**src/hdl/asf_pkg.sv**
```systemverilog
// Shared types, constants and NTC tables for the converter scan, filter and conversion block.
// No dependencies; every other file in hdl imports this package.

package asf_pkg;

    // Field widths and scan geometry.
    localparam int SAMPLE_W     = 12;
    localparam int NUM_CHANNELS = 5;
    localparam int SCAN_W       = $clog2(NUM_CHANNELS);
    localparam int CH_OUT_W     = 3;
    localparam int SEL_W        = 5;
    localparam int FILT_SHIFT   = 3;
    localparam int ACC_W        = SAMPLE_W + FILT_SHIFT;
    localparam int TEMP_SHIFT   = 4;
    localparam int TEMP_W       = 14;
    localparam int MEAS_W       = 16;

    // Configuration register widths.
    localparam int FS_W      = 10;
    localparam int OHM_W     = 20;
    localparam int SUM_W     = OHM_W + 1;
    localparam int CFG_IDX_W = 3;

    // Serial arithmetic units.
    localparam int MPLIER_W     = 10;
    localparam int PROD_W       = SUM_W + MPLIER_W;
    localparam int MUL_CNT_W    = $clog2(MPLIER_W + 1);
    localparam int QUO_W        = 16;
    localparam int COUNT_W      = 12;
    localparam int TENTHS_W     = 10;
    localparam int SHORT_QUO_W  = TENTHS_W;
    localparam int SHORT_REM_HI = COUNT_W + SHORT_QUO_W;
    localparam int DIV_CNT_W    = $clog2(QUO_W + 1);

    // NTC table.
    localparam int TABLE_POINTS = 21;
    localparam int SEG_W        = $clog2(TABLE_POINTS);
    localparam logic [SEG_W-1:0] SEG_LAST = SEG_W'(TABLE_POINTS - 1);

    localparam logic [SCAN_W-1:0] SUPPLY_CHANNEL = SCAN_W'(4);
    localparam logic [SCAN_W-1:0] LAST_CHANNEL   = SCAN_W'(NUM_CHANNELS - 1);
    localparam logic [MEAS_W-1:0] MEAS_MAX       = 16'hFFFF;

    // Configuration register indexes.
    localparam logic [CFG_IDX_W-1:0] CFG_FULL_SCALE = 3'd0;
    localparam logic [CFG_IDX_W-1:0] CFG_DIM_TOP    = 3'd1;
    localparam logic [CFG_IDX_W-1:0] CFG_DIM_BOTTOM = 3'd2;
    localparam logic [CFG_IDX_W-1:0] CFG_SUP_TOP    = 3'd3;
    localparam logic [CFG_IDX_W-1:0] CFG_SUP_BOTTOM = 3'd4;

    // Configuration reset values.
    localparam logic [FS_W-1:0]  RST_FULL_SCALE = 10'd330;
    localparam logic [OHM_W-1:0] RST_DIM_TOP    = 20'd80600;
    localparam logic [OHM_W-1:0] RST_DIM_BOTTOM = 20'd12000;
    localparam logic [OHM_W-1:0] RST_SUP_TOP    = 20'd33000;
    localparam logic [OHM_W-1:0] RST_SUP_BOTTOM = 20'd10000;

    localparam logic [COUNT_W-1:0] NTC_COUNTS [TABLE_POINTS] = '{
        12'd1070, 12'd1255, 12'd1450, 12'd1649, 12'd1850, 12'd2048, 12'd2241,
        12'd2426, 12'd2598, 12'd2758, 12'd2903, 12'd3035, 12'd3154, 12'd3260,
        12'd3354, 12'd3437, 12'd3511, 12'd3575, 12'd3632, 12'd3683, 12'd3727
    };

    localparam logic [TENTHS_W-1:0] NTC_TENTHS [TABLE_POINTS] = '{
        10'd0,   10'd50,  10'd100, 10'd150, 10'd200, 10'd250, 10'd300,
        10'd350, 10'd400, 10'd450, 10'd500, 10'd550, 10'd600, 10'd650,
        10'd700, 10'd750, 10'd800, 10'd850, 10'd900, 10'd950, 10'd1000
    };

    typedef enum logic [3:0] {
        ST_IDLE,
        ST_SEARCH,
        ST_INTERP_MUL,
        ST_INTERP_DIV,
        ST_TEMP,
        ST_VOLT_MUL1,
        ST_VOLT_MUL2,
        ST_VOLT_DIV,
        ST_FINISH
    } t_state;

    typedef struct packed {
        logic                start;
        logic [SUM_W-1:0]    mcand;
        logic [MPLIER_W-1:0] mplier;
    } t_mul_req;

    typedef struct packed {
        logic              done;
        logic [PROD_W-1:0] product;
    } t_mul_rsp;

    typedef struct packed {
        logic              start;
        logic              short_quo;
        logic [PROD_W-1:0] dividend;
        logic [OHM_W-1:0]  divisor;
    } t_div_req;

    typedef struct packed {
        logic             done;
        logic [QUO_W-1:0] quotient;
    } t_div_rsp;

    // Table reads past the last point return the last point.
    function automatic logic [COUNT_W-1:0] ntc_count(input logic [SEG_W-1:0] idx);
        if (idx < SEG_W'(TABLE_POINTS - 1)) begin
            return NTC_COUNTS[idx];
        end
        return NTC_COUNTS[TABLE_POINTS-1];
    endfunction

    function automatic logic [TENTHS_W-1:0] ntc_tenths(input logic [SEG_W-1:0] idx);
        if (idx < SEG_W'(TABLE_POINTS - 1)) begin
            return NTC_TENTHS[idx];
        end
        return NTC_TENTHS[TABLE_POINTS-1];
    endfunction

endpackage

```
**src/hdl/asf_mul.sv**
```systemverilog
// Bit-serial shift-and-add multiplier, one multiplier bit per cycle, MSB first.
// Depends on asf_pkg for widths and the request and response structs.

module asf_mul (
    input  logic              i_clk,
    input  logic              i_rst_n,
    input  asf_pkg::t_mul_req i_req,
    output asf_pkg::t_mul_rsp o_rsp
);
    import asf_pkg::*;

    logic [PROD_W-1:0]    r_acc;
    logic [PROD_W-1:0]    n_acc;
    logic [SUM_W-1:0]     r_mcand;
    logic [MPLIER_W-1:0]  r_mplier;
    logic [MUL_CNT_W-1:0] r_cnt;
    logic                 r_done;

    always_comb begin
        n_acc = {r_acc[PROD_W-2:0], 1'b0} +
                (r_mplier[MPLIER_W-1] ? PROD_W'(r_mcand) : PROD_W'(0));
    end

    always_ff @(posedge i_clk) begin
        if (!i_rst_n) begin
            r_cnt  <= '0;
            r_done <= 1'b0;
        end else begin
            r_done <= (r_cnt == MUL_CNT_W'(1)) && !i_req.start;
            if (i_req.start) begin
                r_cnt <= MUL_CNT_W'(MPLIER_W);
            end else if (r_cnt != '0) begin
                r_cnt <= r_cnt - MUL_CNT_W'(1);
            end
        end
    end

    always_ff @(posedge i_clk) begin
        if (i_req.start) begin
            r_acc    <= '0;
            r_mcand  <= i_req.mcand;
            r_mplier <= i_req.mplier;
        end else if (r_cnt != '0) begin
            r_acc    <= n_acc;
            r_mplier <= {r_mplier[MPLIER_W-2:0], 1'b0};
        end
    end

    assign o_rsp.done    = r_done;
    assign o_rsp.product = r_acc;

endmodule

```
**src/hdl/asf_div.sv**
```systemverilog
// Bit-serial restoring divider, one quotient bit per cycle, 16 or 10 quotient bits.
// Depends on asf_pkg for widths and the request and response structs.

module asf_div (
    input  logic              i_clk,
    input  logic              i_rst_n,
    input  asf_pkg::t_div_req i_req,
    output asf_pkg::t_div_rsp o_rsp
);
    import asf_pkg::*;

    logic [OHM_W-1:0]     r_rem;
    logic [OHM_W-1:0]     r_divisor;
    logic [QUO_W-1:0]     r_bits;
    logic [QUO_W-1:0]     r_quo;
    logic [DIV_CNT_W-1:0] r_cnt;
    logic                 r_done;

    logic [OHM_W:0]   n_trial;
    logic [OHM_W:0]   n_diff;
    logic             n_ge;
    logic [OHM_W-1:0] n_rem;

    // The remainder always stays below the divisor, so the trial value fits
    // one bit more than the divisor.
    always_comb begin
        n_trial = {r_rem, r_bits[QUO_W-1]};
        n_diff  = n_trial - {1'b0, r_divisor};
        n_ge    = n_trial >= {1'b0, r_divisor};
        n_rem   = n_ge ? n_diff[OHM_W-1:0] : n_trial[OHM_W-1:0];
    end

    always_ff @(posedge i_clk) begin
        if (!i_rst_n) begin
            r_cnt  <= '0;
            r_done <= 1'b0;
        end else begin
            r_done <= (r_cnt == DIV_CNT_W'(1)) && !i_req.start;
            if (i_req.start) begin
                r_cnt <= i_req.short_quo ? DIV_CNT_W'(SHORT_QUO_W) : DIV_CNT_W'(QUO_W);
            end else if (r_cnt != '0) begin
                r_cnt <= r_cnt - DIV_CNT_W'(1);
            end
        end
    end

    always_ff @(posedge i_clk) begin
        if (i_req.start) begin
            r_divisor <= i_req.divisor;
            r_quo     <= '0;
            if (i_req.short_quo) begin
                r_rem  <= OHM_W'(i_req.dividend[SHORT_REM_HI-1:SHORT_QUO_W]);
                r_bits <= {i_req.dividend[SHORT_QUO_W-1:0], {(QUO_W-SHORT_QUO_W){1'b0}}};
            end else begin
                r_rem  <= OHM_W'(i_req.dividend[PROD_W-1:QUO_W]);
                r_bits <= i_req.dividend[QUO_W-1:0];
            end
        end else if (r_cnt != '0) begin
            r_rem  <= n_rem;
            r_bits <= {r_bits[QUO_W-2:0], 1'b0};
            r_quo  <= {r_quo[QUO_W-2:0], n_ge};
        end
    end

    assign o_rsp.done     = r_done;
    assign o_rsp.quotient = r_quo;

endmodule

```
**src/hdl/adc_scan_filter_ntc_convert.sv**
```systemverilog
// Top level of the converter scan: per-channel filters, NTC interpolation and divider scaling.
// Depends on asf_pkg, asf_mul and asf_div.
//
//   Channel  Handshake                        Payload
//   sample   i_sample_valid / o_sample_ready  i_sample
//   result   o_result_valid / i_result_ready  o_channel, o_filtered_sample, o_measurement,
//                                             o_end_of_scan, o_next_select
//   config   i_cfg_valid / o_cfg_ready        i_cfg_index, i_cfg_data
//
// One sample beat is worked at a time. A voltage channel runs two serial multiplies and a
// serial divide; a saturating divider skips the divide. The temperature channel walks the
// table one point a cycle and, when it interpolates, then runs a multiply and a divide;
// below the table, at its last point or on a flat segment it skips them. The next sample
// beat is accepted in the cycle after the result is loaded into the output register.
// Reset is synchronous and active low; it restores the configuration, clears all filters
// and restarts the scan at channel 0. The result sits in an output register, so a stalled
// result does not block the next sample beat; only its delivery waits for the register.

module adc_scan_filter_ntc_convert (
    input  logic                          i_clk,
    input  logic                          i_rst_n,

    input  logic                          i_sample_valid,
    output logic                          o_sample_ready,
    input  logic [asf_pkg::SAMPLE_W-1:0]  i_sample,

    output logic                          o_result_valid,
    input  logic                          i_result_ready,
    output logic [asf_pkg::CH_OUT_W-1:0]  o_channel,
    output logic [asf_pkg::SAMPLE_W-1:0]  o_filtered_sample,
    output logic [asf_pkg::MEAS_W-1:0]    o_measurement,
    output logic                          o_end_of_scan,
    output logic [asf_pkg::SEL_W-1:0]     o_next_select,

    input  logic                          i_cfg_valid,
    output logic                          o_cfg_ready,
    input  logic [asf_pkg::CFG_IDX_W-1:0] i_cfg_index,
    input  logic [asf_pkg::OHM_W-1:0]     i_cfg_data
);
    import asf_pkg::*;

    t_state r_state;
    t_state n_state;

    // Configuration registers.
    logic [FS_W-1:0]  r_full_scale;
    logic [OHM_W-1:0] r_dim_top;
    logic [OHM_W-1:0] r_dim_bottom;
    logic [OHM_W-1:0] r_sup_top;
    logic [OHM_W-1:0] r_sup_bottom;

    // Filter state and scan position.
    logic [ACC_W-1:0]  r_chan_filt [NUM_CHANNELS];
    logic [TEMP_W-1:0] r_temp;
    logic [SCAN_W-1:0] r_scan;

    // Working registers of the item in flight.
    logic [SCAN_W-1:0]   r_ch;
    logic [SAMPLE_W-1:0] r_filt;
    logic [SEG_W-1:0]    r_seg;
    logic [TENTHS_W-1:0] r_lookup;
    logic [MEAS_W-1:0]   r_meas;

    // Output register.
    logic                r_out_valid;
    logic [CH_OUT_W-1:0] r_out_channel;
    logic [SAMPLE_W-1:0] r_out_filt;
    logic [MEAS_W-1:0]   r_out_meas;
    logic                r_out_eos;
    logic [SEL_W-1:0]    r_out_select;

    t_mul_req mul_req;
    t_mul_rsp mul_rsp;
    t_div_req div_req;
    t_div_rsp div_rsp;

    logic                sample_accept;
    logic                out_free;
    logic [ACC_W-1:0]    n_acc;
    logic [SCAN_W-1:0]   n_scan;
    logic [TEMP_W-1:0]   n_temp;
    logic [SUM_W-1:0]    res_sum;
    logic [OHM_W-1:0]    res_bottom;
    logic                volt_sat;
    logic                ch_eos;
    logic [SCAN_W-1:0]   ch_next;

    // Table walk signals.
    logic [SEG_W-1:0]    seg_next;
    logic [COUNT_W-1:0]  cnt_seg;
    logic [COUNT_W-1:0]  cnt_next;
    logic [COUNT_W-1:0]  span;
    logic [TENTHS_W-1:0] rise;
    logic [SAMPLE_W-1:0] offset;
    logic                s_below;
    logic                s_at_last;
    logic                s_advance;
    logic                s_flat;

    assign o_sample_ready = (r_state == ST_IDLE);
    assign o_cfg_ready    = 1'b1;
    assign sample_accept  = i_sample_valid && o_sample_ready;
    assign out_free       = !r_out_valid || i_result_ready;

    // First-order filter of the scanned channel: acc - acc/8 + sample.
    always_comb begin
        n_acc  = ACC_W'(r_chan_filt[r_scan] - (r_chan_filt[r_scan] >> FILT_SHIFT) +
                        ACC_W'(i_sample));
        n_scan = (r_scan == LAST_CHANNEL) ? SCAN_W'(0) : r_scan + SCAN_W'(1);
        n_temp = TEMP_W'(r_temp - (r_temp >> TEMP_SHIFT) + TEMP_W'(r_lookup));
    end

    // Channel 4 uses the supply divider, every other voltage channel the dimming one.
    always_comb begin
        if (r_ch == SUPPLY_CHANNEL) begin
            res_sum    = SUM_W'(r_sup_top) + SUM_W'(r_sup_bottom);
            res_bottom = r_sup_bottom;
        end else begin
            res_sum    = SUM_W'(r_dim_top) + SUM_W'(r_dim_bottom);
            res_bottom = r_dim_bottom;
        end
        // The quotient exceeds 16 bits exactly when the dividend's upper part reaches the
        // divisor; a zero bottom resistor lands here as well.
        volt_sat = OHM_W'(mul_rsp.product[PROD_W-1:QUO_W]) >= res_bottom;
        ch_eos   = (r_ch == LAST_CHANNEL);
        ch_next  = ch_eos ? SCAN_W'(0) : r_ch + SCAN_W'(1);
    end

    // The walk moves one table point per cycle while the filtered value has reached the next
    // point; the segment it stops on is interpolated unless flat, below the table or the last.
    always_comb begin
        seg_next  = r_seg + SEG_W'(1);
        cnt_seg   = ntc_count(r_seg);
        cnt_next  = ntc_count(seg_next);
        span      = cnt_next - cnt_seg;
        rise      = ntc_tenths(seg_next) - ntc_tenths(r_seg);
        offset    = r_filt - cnt_seg;
        s_below   = (r_seg == SEG_W'(0)) && (r_filt < cnt_seg);
        s_at_last = (r_seg == SEG_LAST);
        s_advance = !s_at_last && (r_filt >= cnt_next);
        s_flat    = (span == '0);
    end

    // Next state.
    always_comb begin
        n_state = r_state;
        case (r_state)
            ST_IDLE: begin
                if (sample_accept) begin
                    n_state = (r_scan == SCAN_W'(0)) ? ST_SEARCH : ST_VOLT_MUL1;
                end
            end
            ST_SEARCH: begin
                if (s_below || s_at_last) begin
                    n_state = ST_TEMP;
                end else if (s_advance) begin
                    n_state = ST_SEARCH;
                end else if (s_flat) begin
                    n_state = ST_TEMP;
                end else begin
                    n_state = ST_INTERP_MUL;
                end
            end
            ST_INTERP_MUL: begin
                if (mul_rsp.done) begin
                    n_state = ST_INTERP_DIV;
                end
            end
            ST_INTERP_DIV: begin
                if (div_rsp.done) begin
                    n_state = ST_TEMP;
                end
            end
            ST_TEMP: begin
                n_state = ST_FINISH;
            end
            ST_VOLT_MUL1: begin
                if (mul_rsp.done) begin
                    n_state = ST_VOLT_MUL2;
                end
            end
            ST_VOLT_MUL2: begin
                if (mul_rsp.done) begin
                    n_state = volt_sat ? ST_FINISH : ST_VOLT_DIV;
                end
            end
            ST_VOLT_DIV: begin
                if (div_rsp.done) begin
                    n_state = ST_FINISH;
                end
            end
            ST_FINISH: begin
                if (out_free) begin
                    n_state = ST_IDLE;
                end
            end
            default: begin
                n_state = ST_IDLE;
            end
        endcase
    end

    // Unit requests. Each unit is started in the cycle that leaves the previous step,
    // so no cycle is lost between the multiplies and the divide.
    always_comb begin
        mul_req = '0;
        div_req = '0;
        case (r_state)
            ST_IDLE: begin
                if (sample_accept && (r_scan != SCAN_W'(0))) begin
                    mul_req.start  = 1'b1;
                    mul_req.mcand  = SUM_W'(n_acc[ACC_W-1:FILT_SHIFT]);
                    mul_req.mplier = MPLIER_W'(r_full_scale);
                end
            end
            ST_SEARCH: begin
                if (!s_below && !s_at_last && !s_advance && !s_flat) begin
                    mul_req.start  = 1'b1;
                    mul_req.mcand  = SUM_W'(offset);
                    mul_req.mplier = MPLIER_W'(rise);
                end
            end
            ST_INTERP_MUL: begin
                if (mul_rsp.done) begin
                    div_req.start     = 1'b1;
                    div_req.short_quo = 1'b1;
                    div_req.dividend  = mul_rsp.product;
                    div_req.divisor   = OHM_W'(span);
                end
            end
            ST_VOLT_MUL1: begin
                // Scaled converter value: filtered * full scale / 4096.
                if (mul_rsp.done) begin
                    mul_req.start  = 1'b1;
                    mul_req.mcand  = res_sum;
                    mul_req.mplier = mul_rsp.product[FS_W+SAMPLE_W-1:SAMPLE_W];
                end
            end
            ST_VOLT_MUL2: begin
                if (mul_rsp.done && !volt_sat) begin
                    div_req.start     = 1'b1;
                    div_req.short_quo = 1'b0;
                    div_req.dividend  = mul_rsp.product;
                    div_req.divisor   = res_bottom;
                end
            end
            default: begin
                mul_req = '0;
                div_req = '0;
            end
        endcase
    end

    // Control state, configuration and filter state.
    always_ff @(posedge i_clk) begin
        if (!i_rst_n) begin
            r_state      <= ST_IDLE;
            r_full_scale <= RST_FULL_SCALE;
            r_dim_top    <= RST_DIM_TOP;
            r_dim_bottom <= RST_DIM_BOTTOM;
            r_sup_top    <= RST_SUP_TOP;
            r_sup_bottom <= RST_SUP_BOTTOM;
            for (int i = 0; i < NUM_CHANNELS; i++) begin
                r_chan_filt[i] <= '0;
            end
            r_temp       <= '0;
            r_scan       <= '0;
            r_out_valid  <= 1'b0;
        end else begin
            r_state <= n_state;

            if (i_cfg_valid && o_cfg_ready) begin
                case (i_cfg_index)
                    CFG_FULL_SCALE: r_full_scale <= i_cfg_data[FS_W-1:0];
                    CFG_DIM_TOP:    r_dim_top    <= i_cfg_data;
                    CFG_DIM_BOTTOM: r_dim_bottom <= i_cfg_data;
                    CFG_SUP_TOP:    r_sup_top    <= i_cfg_data;
                    CFG_SUP_BOTTOM: r_sup_bottom <= i_cfg_data;
                    default: begin
                    end
                endcase
            end

            if (sample_accept) begin
                r_chan_filt[r_scan] <= n_acc;
                r_scan              <= n_scan;
            end

            if (r_state == ST_TEMP) begin
                r_temp <= n_temp;
            end

            if ((r_state == ST_FINISH) && out_free) begin
                r_out_valid <= 1'b1;
            end else if (i_result_ready) begin
                r_out_valid <= 1'b0;
            end
        end
    end

    // Working and output payload registers.
    always_ff @(posedge i_clk) begin
        case (r_state)
            ST_IDLE: begin
                if (sample_accept) begin
                    r_ch   <= r_scan;
                    r_filt <= n_acc[ACC_W-1:FILT_SHIFT];
                    r_seg  <= '0;
                end
            end
            ST_SEARCH: begin
                if (s_below) begin
                    r_lookup <= '0;
                end else if (s_at_last) begin
                    r_lookup <= ntc_tenths(SEG_LAST);
                end else if (s_advance) begin
                    r_seg <= seg_next;
                end else if (s_flat) begin
                    r_lookup <= ntc_tenths(r_seg);
                end
            end
            ST_INTERP_DIV: begin
                if (div_rsp.done) begin
                    r_lookup <= TENTHS_W'(ntc_tenths(r_seg) + div_rsp.quotient[TENTHS_W-1:0]);
                end
            end
            ST_TEMP: begin
                r_meas <= MEAS_W'(n_temp[TEMP_W-1:TEMP_SHIFT]);
            end
            ST_VOLT_MUL2: begin
                if (mul_rsp.done && volt_sat) begin
                    r_meas <= MEAS_MAX;
                end
            end
            ST_VOLT_DIV: begin
                if (div_rsp.done) begin
                    r_meas <= div_rsp.quotient;
                end
            end
            ST_FINISH: begin
                if (out_free) begin
                    r_out_channel <= CH_OUT_W'(r_ch);
                    r_out_filt    <= r_filt;
                    r_out_meas    <= r_meas;
                    r_out_eos     <= ch_eos;
                    r_out_select  <= SEL_W'(1) << ch_next;
                end
            end
            default: begin
            end
        endcase
    end

    asf_mul u_mul (
        .i_clk   (i_clk),
        .i_rst_n (i_rst_n),
        .i_req   (mul_req),
        .o_rsp   (mul_rsp)
    );

    asf_div u_div (
        .i_clk   (i_clk),
        .i_rst_n (i_rst_n),
        .i_req   (div_req),
        .o_rsp   (div_rsp)
    );

    assign o_result_valid    = r_out_valid;
    assign o_channel         = r_out_channel;
    assign o_filtered_sample = r_out_filt;
    assign o_measurement     = r_out_meas;
    assign o_end_of_scan     = r_out_eos;
    assign o_next_select     = r_out_select;

endmodule
```
**config.mk**
```make
export PLATFORM = sky130hd
export DESIGN_NAME = adc_scan_filter_ntc_convert
export DESIGN_NICKNAME = d
export VERILOG_FILES = /design/src/hdl/asf_pkg.sv /design/src/hdl/asf_mul.sv /design/src/hdl/asf_div.sv /design/src/hdl/adc_scan_filter_ntc_convert.sv
export SDC_FILE = /design/constraint.sdc
export NUM_CORES = 1
export LEC_CHECK = 0
export ABC_AREA = 0
export BUFFER_PORTS_ARGS = -buffer_cell sky130_fd_sc_hd__clkbuf_2
export CORE_MARGIN = 2
export CORE_UTILIZATION = 60
export DETAILED_ROUTE_END_ITERATION = 10
export PLACE_DENSITY = 0.76
export SLEW_MARGIN = 20
export SYNTH_ARGS = -nofsm -noshare
export SYNTH_HDL_FRONTEND = slang
export SYNTH_SLANG_ARGS = --single-unit
export TNS_END_PERCENT = 10
```
**constraint.sdc**
```tcl
create_clock -name i_clk -period 10.78 [get_ports i_clk]
set_input_delay 0.539 -clock i_clk [delete_from_list [all_inputs] [get_ports i_clk]]
set_output_delay 0.539 -clock i_clk [all_outputs]
set_load 0.05 [all_outputs]
```
After elaboration in Yosys (flattened, before gate mapping). Memory sizes are Yosys's and may differ from the RTL's. A register that Yosys moved wholly into a read port is not among the register bits. Cells that the tools add are included. Widths: inputs -> output; s select.

Bitwise gates (word level): 3. Muxes and demuxes: 93. Reduce and logical (&&, ||, !) cells: 49. $add $sub $neg: 17. Magnitude comparators: 8. Shift-type cells: 1. Equal/unequal tests: 30.

Operators with widths (count): $mux 10 (19); $mux 53 (2); $pmux 53 s2 (1); $mux 12 (8); $mux 32 (3); $pmux 32 s3 (1); $mux 16 (5); $mux 20 (4); $pmux 16 s3 (1); $add 20x20->21 (2); $mux 21 (2); $mux 4 (10); $pmux 4 s9 (1); $mux 5 (7); $add 31x31->31 (1); $mux 15 (2); $mux 3 (9); $sub 12x12->12 (2); $ge 21x20->1 (1); $ge 15x20->1 (1); $pmux 10 s2 (1); $sub 20x20->20 (1); $eq 4x3->1 const B (4); $mux 1 (16); 47 further kinds (97).

Register bits after elaboration: 340. Memory bits (writable): 75. Memories: 5. Input bits: 40. Word-level logic and storage cells: 237. Memory bits (read-only): 1408. Output and inout port bits: 40.

Memories: (name not given) (depth 32, width 12, read ports 1, clocked after memory_dff 0, write ports 0, line asf_pkg.sv:108) `return NTC_COUNTS[idx];`; (name not given) (depth 32, width 12, read ports 1, clocked after memory_dff 0, write ports 0, line asf_pkg.sv:108); (name not given) (depth 32, width 10, read ports 1, clocked after memory_dff 0, write ports 0, line asf_pkg.sv:115) `return NTC_TENTHS[idx];`; (name not given) (depth 32, width 10, read ports 1, clocked after memory_dff 0, write ports 0, line asf_pkg.sv:115); r_chan_filt (depth 5, width 15, read ports 1, clocked after memory_dff 1, write ports 5, line adc_scan_filter_ntc_convert.sv:53) `logic [ACC_W-1:0] r_chan_filt [NUM_CHANNELS];`.

Depth between registers and ports, before layout. Gate-level depths: netlist of run 1.

Depth after elaboration: 20. Mapped depth: 23. Gate-level depth less buffers: 19.

Hierarchy. A second synthesis of run 1 with hierarchy kept.

Cell total of the unflattened synthesis: 3110. Area, all modules: 29185.5 µm².

Modules (own cells, without submodules): adc_scan_filter_ntc_convert (sequential area each 8398.1 µm², instances 1, cells each 2234, area an instance 20865.0 µm²); asf_div (sequential area each 2122.0 µm², instances 1, cells each 457, area an instance 4465.5 µm²); asf_mul (sequential area each 1651.6 µm², instances 1, cells each 419, area an instance 3854.9 µm²).

Least setup slack after synthesis of run 1. Ideal clock, no wire load.

Path type: flip-flop to flip-flop. Start: register r_seg[1]. End: register u_mul.r_mplier[0] (enable). Setup slack: 5.315 ns. Setup time: 0.352 ns. Required time: 10.428 ns. Stages on the path, launching flop included: 22. Arrival time: 5.113 ns. Period minus slack after synthesis: 5.465 ns. Path buffers: 4. Cells stage by stage: edfxtp_1 > ha_1 > buf_4 > inv_1 > ha_1 > clkbuf_1 > clkinv_1 > nand2_1 > nand3_1 > a32oi_1 > inv_1 > ha_1 > mux2_2 > a311o_1 > a211oi_2 > o2111ai_1 > or4_1 > o41ai_4 > or2_1 > buf_4 > buf_6 > nand3_1.

Word-level cells in the longest chain between the ends: 15. Elaborated cells on any way between the ends: 35. Classes of those cells: add/sub (2); order compare (4); eq/ne (1); mux (12); bitwise (2); reduce/logical (12); memory (2).

Ends and longest elaborated chain: start: declaration (line adc_scan_filter_ntc_convert.sv:60) `logic [SEG_W-1:0] r_seg;`; start signal: assignment (line adc_scan_filter_ntc_convert.sv:317) `r_seg <= seg_next;`; $add 5x1->5 (*) (line adc_scan_filter_ntc_convert.sv:132) `seg_next = r_seg + SEG_W'(1);`; net seg_next[2] (line adc_scan_filter_ntc_convert.sv:89) `logic [SEG_W-1:0] seg_next;`; $not 5->6 (not written as such) (line asf_pkg.sv:108); $mem_v2 32x12; $mux 12 (not written as such) (2 in series) (line asf_pkg.sv:108); $mux 12 (line asf_pkg.sv:107) `if (idx < SEG_W'(TABLE_POINTS - 1)) begin`; $mux 12 (*) (line asf_pkg.sv:110) `return NTC_COUNTS[TABLE_POINTS-1];`; branches (longest 4 deep; another with $sub 12x12->12); $logic_and 1x1->1 (*) (line adc_scan_filter_ntc_convert.sv:217) `if (!s_below && !s_at_last && !s_advance && !s_flat) begin`; $mux 32 (*) (line adc_scan_filter_ntc_convert.sv:217); $pmux 32 s3 (*) (line adc_scan_filter_ntc_convert.sv:208) `case (r_state)`; $reduce_bool 2->1 (no source line) (*); end signal: assignment (line asf_mul.sv:42) `r_mplier <= i_req.mplier;`; end signal: assignment (line asf_mul.sv:45) `r_mplier <= {r_mplier[MPLIER_W-2:0], 1'b0};`; end: declaration (line asf_mul.sv:15) `logic [MPLIER_W-1:0] r_mplier;`.

Mark *: on every way through the listed nets, which the timed path passes. The select of a mux whose other input is x is not followed. A chain may end at the register's enable or synchronous reset.

Worst setup path in the final report of run 1.
Start: register r_seg[1]. End: register u_mul.r_mplier[3] (enable).

The elaborated chain is that of the path after synthesis.

==> flow_metrics.env, run 1 <==
export IMPL_num_nets_final=3280
export IMPL_cts_resized_gates=0
export IMPL_ys_seq_area_frac=0.434
export IMPL_finalMaxSlewViolations=0
export IMPL_grt_max_degree=87
export IMPL_setup_viol=0
export IMPL_yosys_cell_types_count=85
export IMPL_rsz0062_at_grt="false"
export IMPL_wirelength_um=75300
export IMPL_ant_nets=0
export IMPL_antenna_found_initial=0
export IMPL_async_reset_ff_frac=0
export IMPL_grt_overflow=0
export IMPL_dp_hpwl_um=54300
export IMPL_cts_buffers=49
export IMPL_cts_buffer_depth=3
export IMPL_fp_dieH_um=220
export IMPL_ys_seq_elements=463
export IMPL_fin_crit_sh=0.686
export IMPL_grt_pass1_wl_um=116000
export IMPL_crit_path_end_kind="flip-flop"
export IMPL_post_place_ws_ps=3520
export IMPL_first_pass_iters=6
export IMPL_finClkSkew_ps=26.5
export IMPL_hold_slack_ps=200
export IMPL_stdcell_count=3665
export IMPL_yosys_top_cells_count="nand2_1, edfxtp_1, a21oi_1"
export IMPL_synth_edf_count=290
export IMPL_cts_clk_slew_worst_paths_ps=60
export IMPL_finalSetupTns_ps=0
export IMPL_coreArea_sq_mm=0.0464
export IMPL_crit_fanout=23
export IMPL_rows=79
export IMPL_worst_setup_path_start_kind="flip-flop"
export IMPL_numPortBuffers=78
export IMPL_grt_pass1_vias=21454
export IMPL_synth_most_common_cell="nand2_1"
export IMPL_synth_ff_type="edfxtp_1"
export IMPL_postSynthAreaPerCell_sq_um=9.34
export IMPL_drt_iter0_markers=2361
export IMPL_max_freq_mhz=135
export IMPL_place_inst=3573
export IMPL_synth_cells=3005
export IMPL_slew_headroom=0.174
export IMPL_initial_core_util=0.605
export IMPL_critPathArrivalTime_ps=7590
export IMPL_fin_crit_ps=7400
export IMPL_worstMarginPinSlew_ps=1230
export IMPL_ios=80
export IMPL_die_w_um=220
export IMPL_postCtsSetupBuffers=0
export IMPL_maxCapViolCount=0
export IMPL_synthTopCellsByArea="edfxtp_1, dfxtp_1, ha_1"
export IMPL_gp_congestion=0.927
export IMPL_hold_viol=0
export IMPL_avgViaCountPerCell=6.18
export IMPL_drive_gt1_frac=0.0857
export IMPL_vias=22638
export IMPL_synth_nets=3267
export IMPL_required_ps=10970
export IMPL_yosysTopAreaCell="edfxtp_1"
export IMPL_nFillCells=3659
export IMPL_final_setup_worst_slack_ps=3380
export IMPL_cts_htree_levels=2
export IMPL_status="completed"
export IMPL_diodes=0
export IMPL_ys_warn_count=0
export IMPL_hold_class="in2reg"
export IMPL_syn_to_final_growth_pct=9.04
export IMPL_gr_usage_all_layers=0.308
export IMPL_cts_tree="built"
export IMPL_path_class="reg2reg"
export IMPL_ctsHoldBuffers=0
export IMPL_wl_per_cell_um=20.5
export IMPL_cts_sinks=463
export IMPL_yosysTopAreaCellShare=0.310
export IMPL_cts_root_buf="clkbuf_16"
export IMPL_clk_latency_ps=600
export IMPL_drc=0
export IMPL_syn_cell_area_sq_mm=0.0281
export IMPL_dieArea_sq_mm=0.0485
-- critical path, cell delays in order (launching register included) --
cell and delay, ps:
edfxtp_1 750, ha_1 470, inv_1 210, ha_1 780
clkinv_1 440, nand2_1 200, nand3_1 90, a32oi_1 290
inv_1 80, ha_1 400, mux2_2 370, a311o_1 300
a211oi_2 280, o2111ai_1 170, or4_1 660, o41ai_4 460
or2_1 520, nand3_1 520
-- cells in the final DEF, fill, tap and decap left out, drive strengths merged, types with 22 or more instances in the layout --
cell and instances:
a211oi 37, a21o 49, a21oi 274, a22oi 33, a31oi 26, and2 37, buf 30, clkbuf 144
dfxtp 173, edfxtp 290, fa 30, ha 192, inv 236, mux2i 52, mux4 30, nand2 429
nand2b 26, nand3 83, nor2 225, nor2b 25, nor3 52, o21a 22, o21ai 142, or3 27
xnor2 80, xor2 50
-- cell type report --
cell class                      instances  area [sq um]  area share
Timing Repair Buffer                  108           636      0.0208
Multi-Input combinational cell       2157         14500       0.474
Clock inverter                         25           290     0.00949
Clock buffer                           66          1350      0.0442
Tap cell                              607           759      0.0248
Inverter                              239           897      0.0293
Sequential cell                       463         12200       0.398
-- registers in the layout, indices dropped and copies added (netlist names), 10 cells and up, named ones only --
register and count:
u_div.r_bits 16, r_lookup 10, r_dim_top 20, u_mul.r_mplier 10, o_measurement 16, o_filtered_sample 12, r_sup_top 20, u_mul.r_acc 31
u_div.r_quo 16, u_div.r_divisor 20, r_sup_bottom 20, r_chan_filt 120, r_temp 14, u_div.r_rem 20, r_full_scale 10, r_filt 12
r_dim_bottom 20, u_mul.r_mcand 21, r_meas 16
-- final timing paths --
kind,startpoint,to,slack [ps],depth (start not counted)
worst max register to register,r_seg[1]$_SDFFCE_PN0P_,u_mul.r_mplier[3]$_DFFE_PP_,3380,17
worst max-delay path,r_seg[1]$_SDFFCE_PN0P_,u_mul.r_mplier[3]$_DFFE_PP_,3380,17
worst min-delay path,i_cfg_data[14],r_sup_bottom[14]$_SDFFE_PN0P_,200,3
worst min register to register,r_meas[10]$_SDFFCE_PP0P_,o_measurement[10]$_DFFE_PP_,420,0
-- layer usage --
layer	GRT usage	up-vias	part of all wire	routed length [um]
met3	0.0430	168	0.074	5560
li1	-	10680	-	-
met4	0.102	0	0.032	2440
met1	0.422	10819	0.43	32200
met2	0.506	971	0.47	35100
met5	0	-	0	0
-- through the flow --
stage                     cell area (sq um)  utilization
after CTS                             30600        0.659
after global placement                28900        0.624
after global routing                  30600        0.660
final                                 30600        0.660
after floorplan                       28100            -
after detailed placement              28900        0.624
-- cells by family after synthesis --
group                      count (synthesis)  share of synthesized area
AOI/OAI and AO/OA                        736                      0.164
xor gates and xnor gates                 130                     0.0408
adders and majority gates                223                      0.107
buffers and inverters                    385                     0.0529
DFF                                      463                      0.434
muxes                                     89                     0.0454
other                                      1                   0.000134
and+or+nand+nor                          978                      0.156
Power of run 1 is not shown: default switching activity piles up to over one toggle a cycle in this logic, so the estimate is an artifact.
==> run 2, diff against run 1 <==
- clock period: 10.78 -> 7.15 ns (I/O delays scaled with it)
==> flow_metrics.env, run 2 (synthesized netlist as in run 1, its figures left out) <==
export IMPL_status="completed"
export IMPL_num_nets_final=3295
export IMPL_required_ps=7360
export IMPL_cts_sinks=463
export IMPL_worstMarginPinSlew_ps=1110
export IMPL_cts_clk_slew_worst_paths_ps=60
export IMPL_initial_core_util=0.605
export IMPL_cpMostUsedCell="ha_1"
export IMPL_regMostFlops="r_chan_filt"
export IMPL_critPathArrivalTime_ps=6520
export IMPL_drt_iter0_markers=1974
export IMPL_top_layer="met5"
export IMPL_finalMaxSlewViolations=0
export IMPL_cts_buffer_depth=3
export IMPL_crit_chain="buf_4, ha_1, inv_1, ha_1, clkinv_1, nand2_1, nand3_1, a32oi_1, inv_1, ha_1, mux2_2, a311o_1, a211oi_2, o2111ai_1, or4_1, o41ai_4, or2_1, buf_4, nand3_1"
export IMPL_antenna_found_initial=1
export IMPL_mostFrequentLayoutCells="nand2_1, edfxtp_1, a21oi_1"
export IMPL_worst_setup_path_start_kind="flip-flop"
export IMPL_grt_overflow=0
export IMPL_gr_usage_all_layers=0.316
export IMPL_route_met2_wl_um=36000
export IMPL_numPortBuffers=78
export IMPL_cts_htree_levels=2
export IMPL_fin_crit_sh=0.883
export IMPL_cts_tree="built"
export IMPL_grt_pass1_vias=21585
export IMPL_wl_met3_um=5390
export IMPL_final_common_cell="nand2_1"
export IMPL_coreArea_sq_mm=0.0464
export IMPL_hold_viol=0
export IMPL_grt_max_degree=87
export IMPL_slowest_delay_ps=620
export IMPL_wl_per_cell_um=20.8
export IMPL_max_freq_mhz=158
export IMPL_met1_length_um=32700
export IMPL_drive_gt1_frac=0.0894
export IMPL_fp_dieH_um=220
export IMPL_grt_pass1_wl_um=119000
export IMPL_first_pass_iters=6
export IMPL_ant_nets=0
export IMPL_clk_latency_ps=620
export IMPL_gp_congestion=0.949
export IMPL_cts_resized_gates=0
export IMPL_cts_buffers=50
export IMPL_dp_hpwl_um=55300
export IMPL_cpMaxStageDelayCell="or4_1"
export IMPL_crit_path_end_kind="flip-flop"
export IMPL_finalSetupTns_ps=0
export IMPL_postCtsSetupBuffers=0
export IMPL_largest_reg_flops=120
export IMPL_cts_root_buf="clkbuf_16"
export IMPL_rows=79
export IMPL_path_class="reg2reg"
export IMPL_setup_viol=0
export IMPL_die_w_um=220
export IMPL_top_regs="r_chan_filt x120, u_mul.r_acc x31, u_mul.r_mcand x21"
export IMPL_maxCapViolCount=0
export IMPL_drc=0
export IMPL_wirelength_um=76600
export IMPL_vias=22724
export IMPL_avgViaCountPerCell=6.17
export IMPL_diodes=0
export IMPL_crit_fanout=14
export IMPL_ios=80
export IMPL_dieArea_sq_mm=0.0485
export IMPL_hold_class="in2reg"
export IMPL_fin_crit_ps=6310
export IMPL_rsz0062_at_grt="false"
export IMPL_slew_headroom=0.260
export IMPL_ctsHoldBuffers=4
export IMPL_finClkSkew_ps=22.0
export IMPL_syn_to_final_growth_pct=9.51
-- run 2: cell types whose count changed in the layout (fill, tap and decap cells not counted), sizes merged --
cell	change
bufinv	-2
inv	+3
buf	+10
clkinvlp	+2
dlygate4sd3	+4
-- run 2: area by class of cell --
type	count	area [sq um]
timing repair buffer	122	763
clock buffer	66	1360
fill	3694	15600
inverter	239	897
tap	607	759
multi-input combinational	2157	14500
sequential	463	12200
clock inverter	28	294
-- run 2: final timing paths --
path                               start                            end  slack [ps]  cells past startpoint
hold / removal            i_cfg_data[11]  r_dim_bottom[11]$_SDFFE_PN1P_          30                      3
hold reg to reg      r_meas[7]$_DFFE_PP_     o_measurement[7]$_DFFE_PP_         420                      0
setup reg to reg  r_seg[0]$_SDFFCE_PN0P_    u_mul.r_mplier[2]$_DFFE_PP_         840                     19
setup / recovery  r_seg[0]$_SDFFCE_PN0P_    u_mul.r_mplier[2]$_DFFE_PP_         840                     19
-- run 2: per-layer routing --
metal | track usage | vias to the layer above
met3 | 0.0547 | 162
met1 | 0.427 | 10977
met5 | 0 | -
met4 | 0.103 | 2
li1 | - | 10715
met2 | 0.518 | 868
-- run 2: worst max-delay path, delay by kind of cell, from the launching register on --
kind / cells / cell delay (ps)
adder cells (fa/ha/maj): 3 / 1160
AND/OR/NAND/NOR: 5 / 1470
multiplexers: 1 / 360
buffers and inverters: 5 / 980
AO/OA/AOI/OAI: 5 / 1490
flip-flops: 1 / 440
-- run 2: through the flow --
| stage | cells | util | setup slack, ps | cell area, sq um | hold slack [ps] |
|---|---|---|---|---|---|
| floorplan | 3005 | - | 1690 | 28100 | 400 |
| global placement | 3583 | 0.626 | 1130 | 29000 | 400 |
| detailed placement | 3583 | 0.626 | 905 | 29000 | 405 |
| CTS | 3681 | 0.662 | 905 | 30700 | 1.07 |
| global route | 3682 | 0.663 | 533 | 30700 | 20.6 |
| finish | 3682 | 0.663 | 837 | 30700 | 28.0 |
Power of run 2 is left out for the same reason.
